===== config.mk =====
export PLATFORM = sky130hd
export DESIGN_NAME = life_generation_stencil_unit
export DESIGN_NICKNAME = d
export VERILOG_FILES = /design/src/hw/rtl/lgs_pkg.sv /design/src/hw/rtl/lgs_ram.sv /design/src/hw/rtl/lgs_front.sv /design/src/hw/rtl/lgs_queue.sv /design/src/hw/rtl/lgs_back.sv /design/src/hw/rtl/life_generation_stencil_unit.sv
export SDC_FILE = /design/constraint.sdc
export NUM_CORES = 2
export LEC_CHECK = 0
export BUFFER_PORTS_ARGS = -buffer_cell sky130_fd_sc_hd__buf_2
export CAP_MARGIN = 10
export CORE_ASPECT_RATIO = 1.5
export CORE_MARGIN = 4
export CORE_UTILIZATION = 56
export CTS_CLUSTER_DIAMETER = 50
export DETAILED_ROUTE_END_ITERATION = 16
export HOLD_SLACK_MARGIN = 0.15
export PLACE_DENSITY_LB_ADDON = 0.2
export SETUP_SLACK_MARGIN = 0.5
export SYNTH_ARGS = -nofsm -noshare
export SYNTH_HDL_FRONTEND = slang
export SYNTH_SLANG_ARGS = --single-unit

===== constraint.sdc =====
create_clock -name i_clk -period 19.4 [get_ports i_clk]
set_input_delay 2.91 -clock i_clk [delete_from_list [all_inputs] [get_ports i_clk]]
set_output_delay 2.91 -clock i_clk [all_outputs]
set_load 0.03 [all_outputs]

===== src/hw/rtl/lgs_pkg.sv =====
// ============================================================================
// lgs_pkg: shared types and constants for the Life generation stencil unit
// Board size limits, register indexes, rule counts and the job record that
// travels from the front end through the queue to the back end.
// ============================================================================
package lgs_pkg;

    // Default board limits (top-level parameter defaults)
    localparam int MAX_COLUMNS_DEF = 1024;
    localparam int MAX_ROWS_DEF    = 1024;

    // Configuration port
    localparam int CFG_DW = 11;
    localparam int CFG_AW = 1;
    localparam logic [CFG_AW-1:0] REG_BOARD_ROWS    = 1'd0;
    localparam logic [CFG_AW-1:0] REG_BOARD_COLUMNS = 1'd1;
    localparam int SIZE_RESET = 1024;

    // B3/S23 rule
    localparam logic [3:0] NBR_BIRTH = 4'd3;
    localparam logic [3:0] NBR_KEEP  = 4'd2;

    // Job queue between front and back
    localparam int QUEUE_DEPTH = 4;

    // Which neighbors lie on the board, plus the final-cell flag
    typedef struct packed {
        logic lv;
        logic rv;
        logic tv;
        logic bv;
        logic last;
    } t_edge_mask;

    // One cell to evaluate: 3x3 window (bit = col*3 + row) and its edge mask
    typedef struct packed {
        logic [8:0] win;
        t_edge_mask mask;
    } t_cell_job;

endpackage


===== src/hw/rtl/lgs_ram.sv =====
// ============================================================================
// lgs_ram: generic simple dual-port RAM
// One write port and one read port with registered, read-first output.
// ============================================================================
module lgs_ram #(
    parameter int WIDTH = 2,
    parameter int DEPTH = 1024
) (
    input  logic                     i_clk,
    input  logic                     i_we,
    input  logic [$clog2(DEPTH)-1:0] i_waddr,
    input  logic [WIDTH-1:0]         i_wdata,
    input  logic [$clog2(DEPTH)-1:0] i_raddr,
    output logic [WIDTH-1:0]         o_rdata
);

    logic [WIDTH-1:0] r_mem [DEPTH];
    logic [WIDTH-1:0] r_rdata;

    // write and registered read; a same-address read returns the old word
    always_ff @(posedge i_clk) begin
        if (i_we) begin
            r_mem[i_waddr] <= i_wdata;
        end
        r_rdata <= r_mem[i_raddr];
    end

    assign o_rdata = r_rdata;

endmodule


===== src/hw/rtl/lgs_front.sv =====
// ============================================================================
// lgs_front: input side of the stencil
// Holds the board size registers and raster counters, reads and updates the
// line store, shifts the 3x3 window and classifies each output cell.
// ============================================================================
module lgs_front #(
    parameter int MAX_COLUMNS = lgs_pkg::MAX_COLUMNS_DEF,
    parameter int MAX_ROWS    = lgs_pkg::MAX_ROWS_DEF
) (
    input  logic                        i_clk,
    input  logic                        i_rst_n,
    // configuration
    input  logic                        i_cfg_wr_en,
    input  logic [lgs_pkg::CFG_AW-1:0]  i_cfg_addr,
    input  logic [lgs_pkg::CFG_DW-1:0]  i_cfg_wdata,
    // cell stream
    input  logic                        i_valid,
    output logic                        o_ready,
    input  logic                        i_cell_alive,
    input  logic                        i_pad,
    // queue side
    input  logic [$clog2(lgs_pkg::QUEUE_DEPTH+1)-1:0] i_q_count,
    output logic                        o_push,
    output lgs_pkg::t_cell_job          o_job
);

    import lgs_pkg::*;

    localparam int CW   = $clog2(MAX_COLUMNS);
    localparam int CLW  = $clog2(MAX_COLUMNS + 1);
    localparam int RW   = $clog2(MAX_ROWS + 1);
    localparam int IRW  = $clog2(MAX_ROWS + 3);
    localparam int QCW  = $clog2(QUEUE_DEPTH + 1);
    localparam int RST_ROWS = (MAX_ROWS < SIZE_RESET) ? MAX_ROWS : SIZE_RESET;
    localparam int RST_COLS = (MAX_COLUMNS < SIZE_RESET) ? MAX_COLUMNS : SIZE_RESET;

    // zero acts as one, oversize saturates
    function automatic logic [31:0] clamp_size(input logic [CFG_DW-1:0] v, input int maxv);
        logic [31:0] w;
        w = {{(32-CFG_DW){1'b0}}, v};
        if (w == 32'd0) begin
            return 32'd1;
        end else if (w > 32'(maxv)) begin
            return 32'(maxv);
        end else begin
            return w;
        end
    endfunction

    logic [RW-1:0]  r_rows;
    logic [CLW-1:0] r_cols;
    logic [CW-1:0]  r_ic;
    logic [IRW-1:0] r_ir;
    logic [8:0]     r_win;

    // stage 1 (line store data valid)
    logic           r_s1_valid;
    logic [CW-1:0]  r_s1_addr;
    logic           r_s1_x;
    logic           r_s1_emit;
    t_edge_mask     r_s1_mask;
    logic           r_byp;
    logic [1:0]     r_byp_data;

    logic           acc;
    logic [IRW-1:0] rows_x;
    logic           emit_a, emit_b, emit_now;
    logic [IRW-1:0] orow;
    logic [CW-1:0]  ocol;
    t_edge_mask     mask_now;
    logic           x_now;
    logic           col_wrap;
    logic [1:0]     ram_rd, store_rd, ram_wd;
    logic           top, mid;
    logic [8:0]     win_new;
    logic           cfg_rows, cfg_cols;

    assign acc    = i_valid && o_ready;
    assign rows_x = IRW'(r_rows);

    // room for the item in flight plus this one
    assign o_ready = (QCW'(r_s1_valid && r_s1_emit) + i_q_count) < QCW'(QUEUE_DEPTH);

    // classify the cell completed by this item
    always_comb begin
        emit_a = (r_ic != '0) && (r_ir != '0);
        emit_b = (r_ic == '0) && (r_ir > IRW'(1));
        orow   = emit_a ? (r_ir - IRW'(1)) : (r_ir - IRW'(2));
        ocol   = emit_a ? (r_ic - CW'(1)) : CW'(r_cols - CLW'(1));
        emit_now      = (emit_a || emit_b) && (orow < rows_x);
        mask_now.lv   = (ocol != '0);
        mask_now.rv   = (CLW'(ocol) + CLW'(1)) < r_cols;
        mask_now.tv   = (orow != '0);
        mask_now.bv   = (orow + IRW'(1)) < rows_x;
        mask_now.last = emit_now && (orow == rows_x - IRW'(1))
                        && (CLW'(ocol) == r_cols - CLW'(1));
        x_now    = i_cell_alive && !i_pad && (r_ir < rows_x);
        col_wrap = (CLW'(r_ic) + CLW'(1)) == r_cols;
    end

    assign cfg_rows = i_cfg_wr_en && (i_cfg_addr == REG_BOARD_ROWS);
    assign cfg_cols = i_cfg_wr_en && (i_cfg_addr == REG_BOARD_COLUMNS);

    // size registers and raster counters
    always_ff @(posedge i_clk) begin
        if (!i_rst_n) begin
            r_rows <= RW'(RST_ROWS);
            r_cols <= CLW'(RST_COLS);
            r_ic   <= '0;
            r_ir   <= '0;
        end else if (cfg_rows || cfg_cols) begin
            if (cfg_rows) begin
                r_rows <= RW'(clamp_size(i_cfg_wdata, MAX_ROWS));
            end
            if (cfg_cols) begin
                r_cols <= CLW'(clamp_size(i_cfg_wdata, MAX_COLUMNS));
            end
            r_ic <= '0;
            r_ir <= '0;
        end else if (acc) begin
            if (mask_now.last) begin
                r_ic <= '0;
                r_ir <= '0;
            end else if (col_wrap) begin
                r_ic <= '0;
                if (r_ir < rows_x + IRW'(2)) begin
                    r_ir <= r_ir + IRW'(1);
                end
            end else begin
                r_ic <= r_ic + CW'(1);
            end
        end
    end

    // stage 1 control
    always_ff @(posedge i_clk) begin
        if (!i_rst_n) begin
            r_s1_valid <= 1'b0;
        end else begin
            r_s1_valid <= acc;
        end
    end

    // stage 1 payload and same-address bypass
    always_ff @(posedge i_clk) begin
        if (acc) begin
            r_s1_addr <= r_ic;
            r_s1_x    <= x_now;
            r_s1_emit <= emit_now;
            r_s1_mask <= mask_now;
        end
        r_byp      <= r_s1_valid && (r_s1_addr == r_ic);
        r_byp_data <= ram_wd;
    end

    // line store: bit 1 upper row, bit 0 middle row
    lgs_ram #(
        .WIDTH(2),
        .DEPTH(MAX_COLUMNS)
    ) u_line_store (
        .i_clk   (i_clk),
        .i_we    (r_s1_valid),
        .i_waddr (r_s1_addr),
        .i_wdata (ram_wd),
        .i_raddr (r_ic),
        .o_rdata (ram_rd)
    );

    always_comb begin
        store_rd = r_byp ? r_byp_data : ram_rd;
        top      = store_rd[1];
        mid      = store_rd[0];
        ram_wd   = {mid, r_s1_x};
        win_new  = {r_s1_x, mid, top, r_win[8:3]};
    end

    // window shift; cleared on restart
    always_ff @(posedge i_clk) begin
        if (!i_rst_n || i_cfg_wr_en) begin
            r_win <= '0;
        end else if (r_s1_valid) begin
            r_win <= (r_s1_emit && r_s1_mask.last) ? 9'd0 : win_new;
        end
    end

    assign o_push     = r_s1_valid && r_s1_emit;
    assign o_job.win  = win_new;
    assign o_job.mask = r_s1_mask;

    // counters return to the board origin after the final cell
    a_restart: assert property (@(posedge i_clk) disable iff (!i_rst_n)
        (acc && mask_now.last) |=> (r_ic == '0) && (r_ir == '0))
        else $error("counters not cleared after final cell");

    // column counter stays on the board
    a_col_range: assert property (@(posedge i_clk) disable iff (!i_rst_n)
        CLW'(r_ic) < r_cols)
        else $error("column counter past board width");

endmodule


===== src/hw/rtl/lgs_queue.sv =====
// ============================================================================
// lgs_queue: short job queue between front and back
// Register-based FIFO of cell jobs, head visible without a read cycle.
// ============================================================================
module lgs_queue (
    input  logic                 i_clk,
    input  logic                 i_rst_n,
    input  logic                 i_push,
    input  lgs_pkg::t_cell_job   i_job,
    input  logic                 i_pop,
    output logic                 o_valid,
    output lgs_pkg::t_cell_job   o_job,
    output logic [$clog2(lgs_pkg::QUEUE_DEPTH+1)-1:0] o_count
);

    import lgs_pkg::*;

    localparam int PW  = $clog2(QUEUE_DEPTH);
    localparam int QCW = $clog2(QUEUE_DEPTH + 1);

    t_cell_job       r_mem [QUEUE_DEPTH];
    logic [PW-1:0]   r_wp, r_rp;
    logic [QCW-1:0]  r_cnt;

    // pointers and fill level
    always_ff @(posedge i_clk) begin
        if (!i_rst_n) begin
            r_wp  <= '0;
            r_rp  <= '0;
            r_cnt <= '0;
        end else begin
            if (i_push) begin
                r_wp <= (r_wp == PW'(QUEUE_DEPTH - 1)) ? '0 : r_wp + PW'(1);
            end
            if (i_pop) begin
                r_rp <= (r_rp == PW'(QUEUE_DEPTH - 1)) ? '0 : r_rp + PW'(1);
            end
            r_cnt <= r_cnt + QCW'(i_push) - QCW'(i_pop);
        end
    end

    // storage
    always_ff @(posedge i_clk) begin
        if (i_push) begin
            r_mem[r_wp] <= i_job;
        end
    end

    assign o_valid = (r_cnt != '0);
    assign o_job   = r_mem[r_rp];
    assign o_count = r_cnt;

    a_no_overflow: assert property (@(posedge i_clk) disable iff (!i_rst_n)
        i_push |-> (r_cnt < QCW'(QUEUE_DEPTH)))
        else $error("job queue overflow");

    a_no_underflow: assert property (@(posedge i_clk) disable iff (!i_rst_n)
        i_pop |-> (r_cnt != '0))
        else $error("job queue underflow");

endmodule


===== src/hw/rtl/lgs_back.sv =====
// ============================================================================
// lgs_back: rule evaluation and output register
// Counts on-board live neighbors of the queued window and applies B3/S23.
// ============================================================================
module lgs_back (
    input  logic                 i_clk,
    input  logic                 i_rst_n,
    input  logic                 i_q_valid,
    input  lgs_pkg::t_cell_job   i_job,
    output logic                 o_pop,
    output logic                 o_valid,
    input  logic                 i_ready,
    output logic                 o_next_alive,
    output logic                 o_last_cell
);

    import lgs_pkg::*;

    logic       r_valid;
    logic       r_next;
    logic       r_last;
    logic [3:0] cnt;
    logic       nxt;
    t_edge_mask m;
    logic [8:0] w;

    assign o_pop = i_q_valid && (!r_valid || i_ready);

    // neighbor count with board edges masked
    always_comb begin
        m   = i_job.mask;
        w   = i_job.win;
        cnt = 4'(m.lv && m.tv && w[0]) + 4'(m.lv && w[1]) + 4'(m.lv && m.bv && w[2])
            + 4'(m.tv && w[3]) + 4'(m.bv && w[5])
            + 4'(m.rv && m.tv && w[6]) + 4'(m.rv && w[7]) + 4'(m.rv && m.bv && w[8]);
        if (cnt == NBR_BIRTH) begin
            nxt = 1'b1;
        end else if (cnt == NBR_KEEP) begin
            nxt = w[4];
        end else begin
            nxt = 1'b0;
        end
    end

    // output register control
    always_ff @(posedge i_clk) begin
        if (!i_rst_n) begin
            r_valid <= 1'b0;
        end else if (o_pop) begin
            r_valid <= 1'b1;
        end else if (i_ready) begin
            r_valid <= 1'b0;
        end
    end

    // output payload
    always_ff @(posedge i_clk) begin
        if (o_pop) begin
            r_next <= nxt;
            r_last <= m.last;
        end
    end

    assign o_valid      = r_valid;
    assign o_next_alive = r_next;
    assign o_last_cell  = r_last;

endmodule


===== src/hw/rtl/life_generation_stencil_unit.sv =====
// ============================================================================
// life_generation_stencil_unit: one Life (B3/S23) generation as a stream
// Raster cells in, next-generation cells out one row and one column behind.
// ============================================================================
//
//  channel   direction  fields (low bit up)                 transfer when
//  --------  ---------  ----------------------------------  -------------------------
//  s_axis    in         tdata[0] cell_alive, tuser[0] pad   tvalid && tready
//  m_axis    out        tdata[0] next_alive, tlast last     tvalid && tready
//  cfg       in         addr 0 board_rows, 1 board_columns  i_cfg_wr_en
//
//  One cell per cycle sustained while m_axis accepts; a result leaves after the
//  transfer that completes it through the line store read, queue and output register.
//  The line store is one 2-bit RAM, read and written once per cycle.
//  Reset (synchronous) clears counters, window, queue and output; the line
//  store is not cleared since stale rows are always masked as board edges.
//  s_axis_tready drops only when the four-entry job queue backs up behind a
//  stalled m_axis.
//
module life_generation_stencil_unit #(
    parameter int MAX_COLUMNS = lgs_pkg::MAX_COLUMNS_DEF,
    parameter int MAX_ROWS    = lgs_pkg::MAX_ROWS_DEF
) (
    input  logic                       i_clk,
    input  logic                       i_rst_n,
    // configuration write port
    input  logic                       i_cfg_wr_en,
    input  logic [lgs_pkg::CFG_AW-1:0] i_cfg_addr,
    input  logic [lgs_pkg::CFG_DW-1:0] i_cfg_wdata,
    // cell input stream
    input  logic                       s_axis_tvalid,
    output logic                       s_axis_tready,
    input  logic [7:0]                 s_axis_tdata,   // [0] cell_alive
    input  logic [0:0]                 s_axis_tuser,   // [0] pad
    // next-generation output stream
    output logic                       m_axis_tvalid,
    input  logic                       m_axis_tready,
    output logic [7:0]                 m_axis_tdata,   // [0] next_alive
    output logic                       m_axis_tlast
);

    import lgs_pkg::*;

    localparam int QCW = $clog2(QUEUE_DEPTH + 1);

    logic           push, pop, q_valid;
    t_cell_job      push_job, head_job;
    logic [QCW-1:0] q_count;
    logic           next_alive;

    // front end: counters, line store, window, classification
    lgs_front #(
        .MAX_COLUMNS(MAX_COLUMNS),
        .MAX_ROWS   (MAX_ROWS)
    ) u_front (
        .i_clk        (i_clk),
        .i_rst_n      (i_rst_n),
        .i_cfg_wr_en  (i_cfg_wr_en),
        .i_cfg_addr   (i_cfg_addr),
        .i_cfg_wdata  (i_cfg_wdata),
        .i_valid      (s_axis_tvalid),
        .o_ready      (s_axis_tready),
        .i_cell_alive (s_axis_tdata[0]),
        .i_pad        (s_axis_tuser[0]),
        .i_q_count    (q_count),
        .o_push       (push),
        .o_job        (push_job)
    );

    // job queue
    lgs_queue u_queue (
        .i_clk   (i_clk),
        .i_rst_n (i_rst_n),
        .i_push  (push),
        .i_job   (push_job),
        .i_pop   (pop),
        .o_valid (q_valid),
        .o_job   (head_job),
        .o_count (q_count)
    );

    // back end: rule and output register
    lgs_back u_back (
        .i_clk        (i_clk),
        .i_rst_n      (i_rst_n),
        .i_q_valid    (q_valid),
        .i_job        (head_job),
        .o_pop        (pop),
        .o_valid      (m_axis_tvalid),
        .i_ready      (m_axis_tready),
        .o_next_alive (next_alive),
        .o_last_cell  (m_axis_tlast)
    );

    assign m_axis_tdata = {7'd0, next_alive};

endmodule

==> reports/summary.md <==
The flow ran to the end, and the final reports show no timing, DRC or antenna violations. The initial antenna violation count was 7. The final worst-path cycle share is 0.364, and the measured slew at the worst slew-check pin is 1.22 ns. The number of buffers added for setup after CTS came out at 0. The cell count after synthesis came out at 5296. The tools report the clock network power share as 0.376. The post-synthesis async set-or-reset flop share works out to 0.

The detail-routed via count per cell was 6.51; the arrival time at the worst endpoint was 7.74 ns. The number of buffers on the longest clock path came out at 3. Setup repair after global routing left no endpoint under its margin.

Post-CTS repair changed the size of 0 cells. Area fraction of the dominant cell type after synthesis: 0.692. Most common cell after layout, fill and taps aside: sky130_fd_sc_hd__edfxtp_1. The post-synthesis adder-cell area fraction is 0.0120, and the number of violations of the max-capacitance limit is 0. Power spread over the standard cell area amounts to 97.0 nW/µm². The number of remaining DRC errors came out at 0. The synthesized-area fraction occupied by xor and xnor cells is 0.00876, and the area growth from synthesis to layout is 9.03%. Ranked by total cell area, the synthesized netlist is headed by sky130_fd_sc_hd__edfxtp_1 (69%), sky130_fd_sc_hd__mux4_2 (16%), sky130_fd_sc_hd__nor2_1 (4.4%). The logs give 48.5k for the via count and 0 for the post-route antenna net violation count. CTS placed an instance of sky130_fd_sc_hd__clkbuf_16 at the clock tree root.

The first-pass GRT wire length came out at 330000 µm. The minimum setup slack among reg-to-reg paths was 12.33 ns. The effective utilization at floorplan was 0.563.

On the critical path, the stage with the largest delay is an instance of sky130_fd_sc_hd__buf_4. The number of placed instances, taps included, is 7106. The tools report the global-route met1 utilization as 0.333.

Counting distinct cell types in the post-synthesis netlist gives 75. The total power is 0.00974 W, and the synthesis-stage register bit count is 2188. For the number of endpoints with negative hold slack in the final report, the log shows 0. For the finished layout, the period the worst path requires is 7.07 ns. The first detailed-routing pass ran for 6 iterations.

The critical path endpoint category was a flip-flop. The switching share of power was 0.221; the placement row count was 182. The sequential share of power is 0.546. The number of cells on the worst reg-to-reg path was 12; the area of all placed cells without fillers was 100000 µm². For the required time at the worst-slack endpoint, the log shows 20.07 ns. Dividing the synthesized area by the synthesized cell count gives 17.4 µm². Largest net degree at the start of global routing: 253. The worst register-to-register path begins at u_front.r_ic[0]. The simple-gate area share of the yosys netlist is 0.0705. The tools report the global-route congestion overflow total as 0. For hold timing, the worst endpoint is u_back.o_valid. The area after detailed placement is 94400 µm². Setup total negative slack on the finished layout was measured at 0 ns. For this design the static power due to leakage is 29.9 nW. The die covers 171000 µm². In the final routed layout, each cell accounts on average for 30.1 µm. The run gives 0.0308 ns as the worst setup skew after layout. Class of the most critical setup path: reg2reg. The number of cells traversed by the worst hold path works out to 2. TritonCTS built the clock tree.

In the layout the commonest cells are sky130_fd_sc_hd__edfxtp_1 (2123), sky130_fd_sc_hd__nor2_1 (1074), sky130_fd_sc_hd__mux4_2 (659). In this design, the critical path's most frequently occurring cell is sky130_fd_sc_hd__buf_4. The number of hold buffers added after cts is 0.

During I/O placement, the number of pins put on the boundary was 37. The number of enable-type register cells in the synthesized netlist is 2123, and the total of warnings raised by yosys is 0. For this block, the routed nets add up to 224000 µm of wire. Traced cell by cell, the critical path runs through buf_4 > buf_4 > buf_4 > buf_4 > buf_4 > mux4_2 > mux4_2 > a22oi_1 > a21oi_1 > or4_1 > a21oi_1 > a21oi_1. The startpoint of the most critical hold path was u_back.o_valid. The proportion of synthesized area in mux cells is 0.164. The global routing met3 resource utilization is 0.0398. The clock edge transition at the registers on the reported setup and hold paths came out at 0.06 ns. The H-tree was split into 4 levels. After the last flow step, the layout net total stands at 5298. Once detailed placement completed, the half-perimeter wirelength came to 124000 µm. The worst setup path is launched from a flip-flop. Flip-flop cell with the highest count after synthesis: sky130_fd_sc_hd__edfxtp_1. Of all cell types, the one taking the most synthesized area is sky130_fd_sc_hd__edfxtp_1.

The run gives 0.078 as the fraction of power consumed by combinational cells. The die extent in x was 339 µm; the routability-driven placement congestion ratio was 0.884. The post-synthesis cell area came out at 92100 µm². The share of final-layout standard cells stronger than drive strength 1 came out at 0.207. The largest fanout on the critical path works out to 44. The capturing point of the worst reg2reg path was u_front.u_line_store.o_rdata[1]. The core region is 164000 µm².

The all-layer global routing usage was 0.263; the total clock sinks was 2188. The fraction of the mapped netlist area in compound gates was 0.0183. The most used routing layer in global routing was met2. The combinational family with the most area after synthesis was multiplexers. The utilization of the core after routing was 0.613. The proportion of synthesized chip area in sequential cells is 0.706, and the count of input and output buffers is 22. The delay contributed by the slowest stage of the critical path was 0.83 ns. The run gives 0.462 as the met2 global-route usage.

The number of pins exceeding their max-slew limit in the final report is 0. The worst-case vdd ir drop is 0.0841 mV, and the count of endpoints failing setup in the final report is 0. The number of buffers created by CTS was 189. The die boundary height was 505 µm.

In this run, the number of DRC markers left after iteration 0 of detailed routing was 5675. Summed over all nets, the switching power comes to 0.00215 W. For the cell-internal power, the log shows 0.00759 W. The clock latency at the later pin of the worst-skew pair is 0.82 ns, and the number of global-route vias before repair is 50.5k. The relative max-transition margin was 0.185. Registers take 65100 µm². Summing all multi-input logic gate instances after layout gives 25700 µm². For the top achievable clock speed, the log shows 142 MHz.

The run gives 7450 as the filler-free cell count of the finished design. Class of the most critical hold timing path: reg2reg. The layout filler cell count was 11.6k.
==> how the worst max path moves through the flow <==
stage / from / to / slack, ns
2_1_floorplan: u_front.r_s1_x / u_front.u_line_store.r_mem[0][0] / 4.63
3_3_place_gp: u_front.r_ic[0] / u_front.u_line_store.o_rdata[1] / 12.18
3_5_place_dp: u_front.r_ic[0] / u_front.u_line_store.o_rdata[1] / 12.12
4_1_cts: u_front.r_ic[0] / u_front.u_line_store.o_rdata[1] / 12.13
5_1_grt: u_front.r_ic[0] / u_front.u_line_store.o_rdata[1] / 11.69
6_report: u_front.r_ic[0] / u_front.u_line_store.o_rdata[1] / 12.33
==> metal layers <==
| layer | vias to the layer above | part of all wire |
|---|---|---|
| met4 | 2 | 0.044 |
| met5 | - | 0.000058 |
| met1 | 25600 | 0.36 |
| li1 | 20400 | - |
| met3 | 500 | 0.067 |
| met2 | 1937 | 0.53 |
==> registers in the layout (all words and copies together), names as in the netlist, 2 cells and up, named ones only <==
register and flops:
u_queue.r_mem 56, u_front.r_byp_data 2, u_front.u_line_store.o_rdata 2, u_front.r_ir 11
u_front.r_ic 10, u_queue.o_count 3, u_queue.r_wp 2, u_front.r_cols 11
u_front.r_s1_addr 10, u_queue.r_rp 2, u_front.r_rows 11, u_front.u_line_store.r_mem 2048
u_front.r_win 6, u_front.o_job 5
==> cells in the mapped netlist (23+ instances only) <==
cell	instances
sky130_fd_sc_hd__a21oi_1	61
sky130_fd_sc_hd__a22oi_1	24
sky130_fd_sc_hd__buf_1	106
sky130_fd_sc_hd__buf_2	41
sky130_fd_sc_hd__clkbuf_1	258
sky130_fd_sc_hd__dfxtp_1	65
sky130_fd_sc_hd__edfxtp_1	2123
sky130_fd_sc_hd__ha_1	82
sky130_fd_sc_hd__inv_1	62
sky130_fd_sc_hd__mux4_2	659
sky130_fd_sc_hd__nand2_1	137
sky130_fd_sc_hd__nand3_1	88
sky130_fd_sc_hd__nor2_1	1079
sky130_fd_sc_hd__nor2b_1	29
sky130_fd_sc_hd__nor3_1	34
sky130_fd_sc_hd__o21ai_0	23
sky130_fd_sc_hd__xnor2_1	67
==> worst max-delay path: cells and delay by family (launching register included) <==
family	cells	cell delay (ns)
multiplexers	2	1.11
AND/OR/NAND/NOR	1	0.47
buffers and inverters	5	3.68
AO/OA/AOI/OAI	4	0.84
flip-flops	1	0.65
==> per-stage QoR <==
stage	setup WS (ns)	hold slack (ns)
global route	11.69	0.502
global placement	12.18	0.463
CTS	12.13	0.483
detailed placement	12.12	0.474
floorplan	4.63	0.420
finish	12.33	0.477
==> cell families (layout without fill, tap and decap cells) <==
| kind of cell | after synthesis | count (layout) |
|---|---|---|
| buffers and inverters | 477 | 506 |
| and+or+nand+nor | 1526 | 1526 |
| other | 1 | 10 |
| muxes | 684 | 684 |
| xor gates and xnor gates | 89 | 89 |
| adders and majority gates | 86 | 86 |
| AOI/OAI and AO/OA | 245 | 245 |
| DFF | 2188 | 2188 |
==> layout make-up <==
| type | count | share of cell area |
|---|---|---|
| multi-input cells | 2637 | 0.255 |
| clock inverters | 106 | 0.00885 |
| diodes | 3 | 0.0000747 |
| flip-flops and latches | 2188 | 0.648 |
| clock buffers | 230 | 0.0500 |
| repair buffers | 107 | 0.00895 |
| well taps | 2116 | 0.0264 |
| inverters | 63 | 0.00243 |
==> power groups by stage <==
stage	registers, W	logic, W	clock network, W
floorplan	0.00556	0.000488	0
global placement	0.00542	0.000750	0
detailed placement	0.00542	0.000768	0
CTS	0.00532	0.000769	0.00371
global route	0.00532	0.000828	0.00391
finish	0.00532	0.000762	0.00366
Power figures use the tool's default switching activity.
